[src/cwo_pkg.sv]
package cwo_pkg;

    localparam int PHASE_WIDTH_DEF      = 23;
    localparam int SAMPLE_WIDTH_DEF     = 16;
    localparam int SINE_INDEX_WIDTH_DEF = 8;

    localparam int WAVE_SELECT_W  = 6;
    localparam int PULSE_WIDTH_W  = 12;
    localparam int TABLE_INDEX_W  = 8;
    localparam int TABLE_VALUE_W  = 8;
    localparam int SAMPLE_FIELD_W = 17;
    localparam int OUT_TDATA_W    = ((SAMPLE_FIELD_W + 7) / 8) * 8;

    localparam int PULSE_SLICE_W = 17;
    localparam logic [PULSE_WIDTH_W-1:0] PULSE_FULL_CODE = 12'hFFF;

    localparam int LFSR_W       = 23;
    localparam int LFSR_METAL_W = 15;
    localparam logic [LFSR_W-1:0] LFSR_SEED = '1;
    localparam logic [LFSR_W-1:0] LFSR_LONG_TAPS =
        (LFSR_W'(1) << 22) | (LFSR_W'(1) << 17);
    localparam logic [LFSR_W-1:0] LFSR_METAL_TAPS =
        (LFSR_W'(1) << 14) | (LFSR_W'(1) << 8);
    localparam logic [LFSR_W-1:0] LFSR_METAL_MASK = LFSR_W'((1 << LFSR_METAL_W) - 1);

    localparam int SEL_NOISE = 0;
    localparam int SEL_METAL = 1;
    localparam int SEL_PULSE = 2;
    localparam int SEL_TRI   = 3;
    localparam int SEL_SAW   = 4;
    localparam int SEL_SINE  = 5;

    typedef enum logic [0:0] {
        OP_SAMPLE      = 1'b0,
        OP_TABLE_WRITE = 1'b1
    } op_t;

endpackage

[src/cwo_ram.sv]
module cwo_ram #(
    parameter int WIDTH = 8,
    parameter int DEPTH = 256,
    localparam int ADDR_W = $clog2(DEPTH)
) (
    input  logic              clk,
    input  logic              wr_en,
    input  logic [ADDR_W-1:0] wr_addr,
    input  logic [WIDTH-1:0]  wr_data,
    input  logic              rd_en,
    input  logic [ADDR_W-1:0] rd_addr,
    output logic [WIDTH-1:0]  rd_data
);

    logic [WIDTH-1:0] mem [DEPTH];
    logic [WIDTH-1:0] rd_data_reg;

    always_ff @(posedge clk)
    begin
        if (wr_en)
        begin
            mem[wr_addr] <= wr_data;
        end
        if (rd_en)
        begin
            rd_data_reg <= mem[rd_addr];
        end
    end

    assign rd_data = rd_data_reg;

endmodule

[src/cwo_wave.sv]
module cwo_wave #(
    parameter int PHASE_WIDTH      = cwo_pkg::PHASE_WIDTH_DEF,
    parameter int SAMPLE_WIDTH     = cwo_pkg::SAMPLE_WIDTH_DEF,
    parameter int SINE_INDEX_WIDTH = cwo_pkg::SINE_INDEX_WIDTH_DEF
) (
    input  logic                                clk,
    input  logic                                rst_n,
    input  logic                                step_en,
    input  logic [PHASE_WIDTH-1:0]              phase,
    input  logic [PHASE_WIDTH-1:0]              previous_phase,
    input  logic [cwo_pkg::WAVE_SELECT_W-1:0]   wave_select,
    input  logic [cwo_pkg::PULSE_WIDTH_W-1:0]   pulse_width,
    input  logic [cwo_pkg::TABLE_VALUE_W-1:0]   sine_entry,
    output logic [cwo_pkg::SAMPLE_FIELD_W-1:0]  sample
);

    localparam int FW      = cwo_pkg::SAMPLE_FIELD_W;
    localparam int SIN_D   = SAMPLE_WIDTH - SINE_INDEX_WIDTH;
    localparam int SIN_SHL = (SIN_D > 0) ? SIN_D : 0;
    localparam int SIN_SHR = (SIN_D < 0) ? -SIN_D : 0;
    localparam int SAW_LSB = PHASE_WIDTH - SAMPLE_WIDTH - 1;
    localparam int TRI_LSB = PHASE_WIDTH - SAMPLE_WIDTH - 2;
    localparam int NCLK    = PHASE_WIDTH - 5;

    logic [cwo_pkg::LFSR_W-1:0] lfsr_reg;
    logic [cwo_pkg::LFSR_W-1:0] lfsr_next;
    logic [cwo_pkg::LFSR_W-1:0] lfsr_stepped;
    logic                       noise_on;
    logic [PHASE_WIDTH-1:0]     tri_src;
    logic [cwo_pkg::PULSE_WIDTH_W:0] pulse_thr;
    logic [FW-1:0]              w_noise;
    logic [FW-1:0]              w_pulse;
    logic [FW-1:0]              w_tri;
    logic [FW-1:0]              w_saw;
    logic [FW-1:0]              w_sine;
    logic [31:0]                sine_wide;

    assign noise_on = wave_select[cwo_pkg::SEL_NOISE] | wave_select[cwo_pkg::SEL_METAL];

    always_comb
    begin
        lfsr_stepped = lfsr_reg >> 1;
        if (wave_select[cwo_pkg::SEL_METAL])
        begin
            if (lfsr_reg[0])
            begin
                lfsr_stepped = lfsr_stepped ^ cwo_pkg::LFSR_METAL_TAPS;
            end
            lfsr_stepped = lfsr_stepped & cwo_pkg::LFSR_METAL_MASK;
        end
        else if (lfsr_reg[0])
        begin
            lfsr_stepped = lfsr_stepped ^ cwo_pkg::LFSR_LONG_TAPS;
        end

        lfsr_next = lfsr_reg;
        if (step_en && noise_on && (phase[NCLK] != previous_phase[NCLK]))
        begin
            lfsr_next = lfsr_stepped;
        end
    end

    always_ff @(posedge clk or negedge rst_n)
    begin
        if (!rst_n)
        begin
            lfsr_reg <= cwo_pkg::LFSR_SEED;
        end
        else
        begin
            lfsr_reg <= lfsr_next;
        end
    end

    // noise output reflects the step taken for this sample
    assign w_noise = FW'(lfsr_next[SAMPLE_WIDTH-1:0]);

    assign pulse_thr = (pulse_width == cwo_pkg::PULSE_FULL_CODE) ?
                       {1'b1, {cwo_pkg::PULSE_WIDTH_W{1'b0}}} : {1'b0, pulse_width};
    assign w_pulse = (phase[PHASE_WIDTH-1 -: cwo_pkg::PULSE_SLICE_W] >= {pulse_thr, 4'b0000}) ?
                     FW'({SAMPLE_WIDTH{1'b1}}) : '0;

    assign tri_src = phase[PHASE_WIDTH-1] ? ~phase : phase;
    assign w_tri   = FW'(tri_src[TRI_LSB +: SAMPLE_WIDTH + 1]);
    assign w_saw   = FW'(phase[SAW_LSB +: SAMPLE_WIDTH]);

    assign sine_wide = ((32'(sine_entry) << SIN_SHL) >> SIN_SHR);
    assign w_sine    = FW'(sine_wide[SAMPLE_WIDTH-1:0]);

    always_comb
    begin
        if (wave_select == '0)
        begin
            sample = FW'(1) << (SAMPLE_WIDTH - 1);
        end
        else
        begin
            sample = '1;
            if (noise_on)
            begin
                sample = sample & w_noise;
            end
            if (wave_select[cwo_pkg::SEL_PULSE])
            begin
                sample = sample & w_pulse;
            end
            if (wave_select[cwo_pkg::SEL_TRI])
            begin
                sample = sample & w_tri;
            end
            if (wave_select[cwo_pkg::SEL_SAW])
            begin
                sample = sample & w_saw;
            end
            if (wave_select[cwo_pkg::SEL_SINE])
            begin
                sample = sample & w_sine;
            end
        end
    end

endmodule

[src/combined_waveform_oscillator_core.sv]
// Channel  Dir  Ports                      Payload
// s        in   s_tvalid s_tready s_tdata   operation, phase, previous_phase, wave_select,
//                                           pulse_width, table_index, table_value
// m        out  m_tvalid m_tready m_tdata   sample
//
// One item per cycle sustained while m accepts. A sample is registered in stage 1 with its
// sine RAM read and then in the output register. Table writes give no output.
// Reset: noise LFSR set to all ones, pipeline emptied; sine RAM is not cleared.
// With m stalled the output register and stage 1 hold; s_tready drops once both are full.
module combined_waveform_oscillator_core #(
    parameter int PHASE_WIDTH      = cwo_pkg::PHASE_WIDTH_DEF,
    parameter int SAMPLE_WIDTH     = cwo_pkg::SAMPLE_WIDTH_DEF,
    parameter int SINE_INDEX_WIDTH = cwo_pkg::SINE_INDEX_WIDTH_DEF,
    localparam int IN_BITS    = 2 * PHASE_WIDTH + 1 + cwo_pkg::WAVE_SELECT_W
                                + cwo_pkg::PULSE_WIDTH_W + cwo_pkg::TABLE_INDEX_W
                                + cwo_pkg::TABLE_VALUE_W,
    localparam int IN_TDATA_W = ((IN_BITS + 7) / 8) * 8
) (
    input  logic                            clk,
    input  logic                            rst_n,
    input  logic                            s_tvalid,
    output logic                            s_tready,
    // operation, phase, previous_phase, wave_select, pulse_width, table_index, table_value
    input  logic [IN_TDATA_W-1:0]           s_tdata,
    output logic                            m_tvalid,
    input  logic                            m_tready,
    // sample
    output logic [cwo_pkg::OUT_TDATA_W-1:0] m_tdata
);

    localparam int PH_LSB   = 1;
    localparam int PREV_LSB = PH_LSB + PHASE_WIDTH;
    localparam int SEL_LSB  = PREV_LSB + PHASE_WIDTH;
    localparam int PW_LSB   = SEL_LSB + cwo_pkg::WAVE_SELECT_W;
    localparam int IDX_LSB  = PW_LSB + cwo_pkg::PULSE_WIDTH_W;
    localparam int VAL_LSB  = IDX_LSB + cwo_pkg::TABLE_INDEX_W;
    localparam int FW       = cwo_pkg::SAMPLE_FIELD_W;

    cwo_pkg::op_t                     in_op;
    logic                             accept;
    logic                             accept_sample;
    logic                             accept_write;
    logic                             out_free;
    logic                             s1_valid_reg;
    logic                             s1_valid_next;
    logic [PHASE_WIDTH-1:0]           s1_phase_reg;
    logic [PHASE_WIDTH-1:0]           s1_prev_reg;
    logic [cwo_pkg::WAVE_SELECT_W-1:0] s1_sel_reg;
    logic [cwo_pkg::PULSE_WIDTH_W-1:0] s1_width_reg;
    logic                             out_valid_reg;
    logic                             out_valid_next;
    logic [FW-1:0]                    out_sample_reg;
    logic [FW-1:0]                    wave_sample;
    logic [cwo_pkg::TABLE_VALUE_W-1:0] sine_entry;
    logic                             step_en;

    assign in_op         = cwo_pkg::op_t'(s_tdata[0]);
    assign out_free      = !out_valid_reg || m_tready;
    assign s_tready      = !s1_valid_reg || out_free;
    assign accept        = s_tvalid && s_tready;
    assign accept_sample = accept && (in_op == cwo_pkg::OP_SAMPLE);
    assign accept_write  = accept && (in_op == cwo_pkg::OP_TABLE_WRITE);
    assign step_en       = s1_valid_reg && out_free;

    cwo_ram #(
        .WIDTH(cwo_pkg::TABLE_VALUE_W),
        .DEPTH(1 << SINE_INDEX_WIDTH)
    ) u_sine_ram (
        .clk    (clk),
        .wr_en  (accept_write),
        .wr_addr(SINE_INDEX_WIDTH'(s_tdata[IDX_LSB +: cwo_pkg::TABLE_INDEX_W])),
        .wr_data(s_tdata[VAL_LSB +: cwo_pkg::TABLE_VALUE_W]),
        .rd_en  (accept_sample),
        .rd_addr(s_tdata[PH_LSB + PHASE_WIDTH - 1 -: SINE_INDEX_WIDTH]),
        .rd_data(sine_entry)
    );

    cwo_wave #(
        .PHASE_WIDTH     (PHASE_WIDTH),
        .SAMPLE_WIDTH    (SAMPLE_WIDTH),
        .SINE_INDEX_WIDTH(SINE_INDEX_WIDTH)
    ) u_wave (
        .clk           (clk),
        .rst_n         (rst_n),
        .step_en       (step_en),
        .phase         (s1_phase_reg),
        .previous_phase(s1_prev_reg),
        .wave_select   (s1_sel_reg),
        .pulse_width   (s1_width_reg),
        .sine_entry    (sine_entry),
        .sample        (wave_sample)
    );

    always_comb
    begin
        s1_valid_next = s1_valid_reg;
        if (accept_sample)
        begin
            s1_valid_next = 1'b1;
        end
        else if (out_free)
        begin
            s1_valid_next = 1'b0;
        end

        out_valid_next = out_valid_reg;
        if (step_en)
        begin
            out_valid_next = 1'b1;
        end
        else if (m_tready)
        begin
            out_valid_next = 1'b0;
        end
    end

    always_ff @(posedge clk or negedge rst_n)
    begin
        if (!rst_n)
        begin
            s1_valid_reg  <= 1'b0;
            out_valid_reg <= 1'b0;
        end
        else
        begin
            s1_valid_reg  <= s1_valid_next;
            out_valid_reg <= out_valid_next;
        end
    end

    always_ff @(posedge clk)
    begin
        if (accept_sample)
        begin
            s1_phase_reg <= s_tdata[PH_LSB +: PHASE_WIDTH];
            s1_prev_reg  <= s_tdata[PREV_LSB +: PHASE_WIDTH];
            s1_sel_reg   <= s_tdata[SEL_LSB +: cwo_pkg::WAVE_SELECT_W];
            s1_width_reg <= s_tdata[PW_LSB +: cwo_pkg::PULSE_WIDTH_W];
        end
        if (step_en)
        begin
            out_sample_reg <= wave_sample;
        end
    end

    assign m_tvalid = out_valid_reg;
    assign m_tdata  = {{(cwo_pkg::OUT_TDATA_W - FW){1'b0}}, out_sample_reg};

endmodule

[config.mk]
export PLATFORM = sky130hd
export DESIGN_NAME = combined_waveform_oscillator_core
export DESIGN_NICKNAME = d
export VERILOG_FILES = /design/src/cwo_pkg.sv /design/src/cwo_ram.sv /design/src/cwo_wave.sv /design/src/combined_waveform_oscillator_core.sv
export SDC_FILE = /design/constraint.sdc
export NUM_CORES = 2
export LEC_CHECK = 0
export BUFFER_PORTS_ARGS = -buffer_cell sky130_fd_sc_hd__clkbuf_2
export CORE_UTILIZATION = 55
export DETAILED_ROUTE_END_ITERATION = 8
export PLACE_DENSITY_LB_ADDON = 0.1
export SLEW_MARGIN = 20
export SYNTH_ARGS = -nofsm -noshare
export SYNTH_HDL_FRONTEND = slang
export SYNTH_SLANG_ARGS = --single-unit
[constraint.sdc]
create_clock -name clk -period 4.09 [get_ports clk]
set_clock_uncertainty 0.05 [all_clocks]
set_input_delay 0.409 -clock clk [delete_from_list [all_inputs] [get_ports clk]]
set_output_delay 0.409 -clock clk [all_outputs]
set_load 0.005 [all_outputs]
==> results.md <==
* Status: finished, final reports clean
* FF-to-FF path depth at 11
* Arrival @ worst endpoint at 3890 ps
* IO Count at 118
* Total wire length at 204.3 mm
* Setup crit start kind: register
* Hold WC Path Type: in2reg
* Root buffer cell: clkbuf_16
* # placed instances at 6,211
* Global Route Usage Sum at 0.2705
* Fin crit share at 0.8208
* Die Width at 390.6 um
* Type of the worst setup path: reg2reg
* Drt drc at 0
* Worst Path Required at 4620 ps
* Sequential share of power at 0.530
* Worst setup margin at 732.8 ps
* Async set-or-reset flop fraction in the synthesized netlist at 0.01171
* DR WL/cell at 30.79 um
* DR vias at 41,670
* Gates resized, CTS repair at 0
* Psw at 9.675 mW
* Final instance count without filler cells at 6,635
* First-pass DRT Iterations at 6
* Worst-Skew Late Latency at 840 ps
* Commonest non-fill, non-tap cell in the layout: edfxtp_1
* Share of cells above drive strength 1 at 0.2663
* Hold Path Origin: s_tdata[74]
* Vias in the first global route at 41,780
* Static leakage at 30.53 nW
* Endpoint, Worst Hold: u_sine_ram.mem[90][1]
* Setup violators final at 0
* Register-to-Register Setup Slack at 730 ps
* Fill cells at 10,290
* RR Startpoint: s1_width_reg[2]
* Min cycle time layout at 3357 ps
* Rel. slew slack at 0.2351
* Reg-to-Reg End: out_sample_reg[5]
* WHS Path Cells at 1
* Synth area leader: edfxtp_1
* F_max at 0.2979 GHz
* Starting DRC count in detailed routing at 4,523
* Yosys Warn Count at 0
* RD Place Congestion at 0.8444
* Register area share after synthesis at 0.7707
* Area contributors post-synth: edfxtp_1 (76%), mux4_2 (12%), a22oi_1 (1.5%), mux2i_1 (1.3%), nor2_1 (1.3%)
* Final core occ at 0.6343
* Synth cell types at 67
* Switching share of power at 0.2125
* Logic pwr share at 0.050
* Setup TNS at 0 ps
* Cells after synthesis at 4,001
* Die Area at 152,600 um2
* Core outline area at 149,800 um2
* Num rows at 142
* Area growth from synthesis to layout at 14.37%
* Clk slew on worst S/H paths at 60 ps
* Largest register FFs at 2,048
* Post-synth EDFFs at 2,110
* RSZ-0062 raised after global routing: false
* Fin. Hold Viols at 0
* Pwr Density at 479.3 nW/um2
* Worst-margin pin slew at 1143 ps
* DP Worst Slack at 493.9 ps
* Post-Syn Area at 83,060 um2
* Final Max Tran Viols at 0
* Worst setup EP type: register
* Most frequent cells in the layout: edfxtp_1 (2,110), mux4_2 (429), buf_4 (316)
* Clk buf depth at 3
* Crit-path max FO at 13
* Post-DP Area at 87,840 um2
* Total number of H-tree levels at 4
* Seq cells post-synth at 2,135
* HPWL after DPL at 125.4 mm
* Final nets at 4,548
* Initial antenna violation count at 4
* GRT overflow at 0
* CTS Sinks at 2,135
* Peak VDD IR at 445.6 uV
* Die height at 390.6 um
* Remaining antenna violation count at 0
* Inserted Clock Buffers at 209
* Largest net degree at the start of global routing at 141
* Max-cap violations at 0
* Syn Area/Cell at 20.76 um2
* First-pass GRT wire length at 294.3 mm
* Cell area after layout at 95,000 um2
* Internal at 35.85 mW
* CTS tree: yes
* Post-synth top area share at 0.7628
* Top_reg_cell synth: edfxtp_1
* Vias per inst at 6.280
* Port Buffer Count at 76
* Initial core utilization at 0.5546
* Clock group share of total power at 0.419
## metrics by stage
stage               power [mW]  hold slack, ps
finish                   45.53           22.37
global route             46.74           39.45
CTS                      45.79           26.79
detailed placement       26.88           403.7
global placement         26.85           402.5
floorplan                25.76           63.41
## worst max-delay path: stages (launching register included)
cell,delay (ps)
edfxtp_1,370
nand4_1,110
or3_1,560
and2_1,240
ha_1,260
and2_0,140
a221o_1,290
a21o_1,200
a211oi_2,450
nor3_1,110
buf_4,190
o211a_1,140
## routing by layer
| layer | global-route usage | part of all wire | up-vias |
|---|---|---|---|
| li1 | - | - | 17580 |
| met5 | 0 | 0.000083 | - |
| met4 | 0.08050 | 0.029 | 2 |
| met1 | 0.3981 | 0.42 | 22000 |
| met3 | 0.04875 | 0.080 | 328 |
| met2 | 0.4182 | 0.47 | 1759 |
## cell usage after synthesis (16+ instances only)
master	instances
a21oi_1	113
a221oi_1	23
a22oi_1	169
buf_2	57
buf_4	25
buf_6	23
clkbuf_1	102
dfstp_2	23
edfxtp_1	2110
inv_1	23
mux2_2	21
mux2i_1	112
mux4_1	16
mux4_2	429
nand2_1	59
nand2b_1	21
nor2_1	291
nor2b_1	20
nor3_1	22
nor4_1	31
o21ai_0	41
o221ai_1	25
o22ai_1	28
xnor2_1	17
## final cells by class
| cell class | instances | area, um2 | share of cell area |
|---|---|---|---|
| antenna | 1 | 2.502 | 0.00002634 |
| clock buffer | 267 | 5499 | 0.05789 |
| inverter | 23 | 86.33 | 0.0009088 |
| multi-input combinational | 1602 | 17510 | 0.1843 |
| clock inverter | 119 | 1284 | 0.01351 |
| sequential | 2135 | 64020 | 0.6739 |
| timing repair buffer | 472 | 4081 | 0.04296 |
| tap | 2016 | 2522 | 0.02655 |
## kinds of logic after synthesis
family	count (synthesis)	share of synthesized area
DFF	2135	0.7707
buffers and inverters	270	0.02006
other	1	0.00004515
and+or+nand+nor	496	0.02677
muxes	578	0.1377
xor gates and xnor gates	21	0.002214
adders and majority gates	13	0.001958
AOI/OAI and AO/OA	487	0.04052
## power by group through the flow
stage	combinational [mW]	sequential [mW]	clock, mW
after floorplan	1.17	24.6	0
after global placement	2.25	24.6	0
after detailed placement	2.28	24.6	0
after CTS	2.31	24.1	19.3
after global routing	2.42	24.1	20.2
final	2.30	24.1	19.1
## worst max path at each step
stage	slack, ps	end	depth (start not counted)	from
after floorplan	1030	s1_phase_reg[10]	3	m_tready
after global placement	470	u_sine_ram.rd_data[1]	9	s_tdata[16]
after detailed placement	490	u_sine_ram.rd_data[1]	9	s_tdata[16]
after CTS	700	out_sample_reg[5]	11	s1_width_reg[2]
after global routing	550	out_sample_reg[5]	11	s1_width_reg[2]
final	730	out_sample_reg[5]	11	s1_width_reg[2]
## repair_timing
action	in CTS	in global routing
endpoints found under the hold margin	77	0
setup buffers	0	0
hold buffers	37	0
Note: power is estimated with default switching activity, not from simulation.
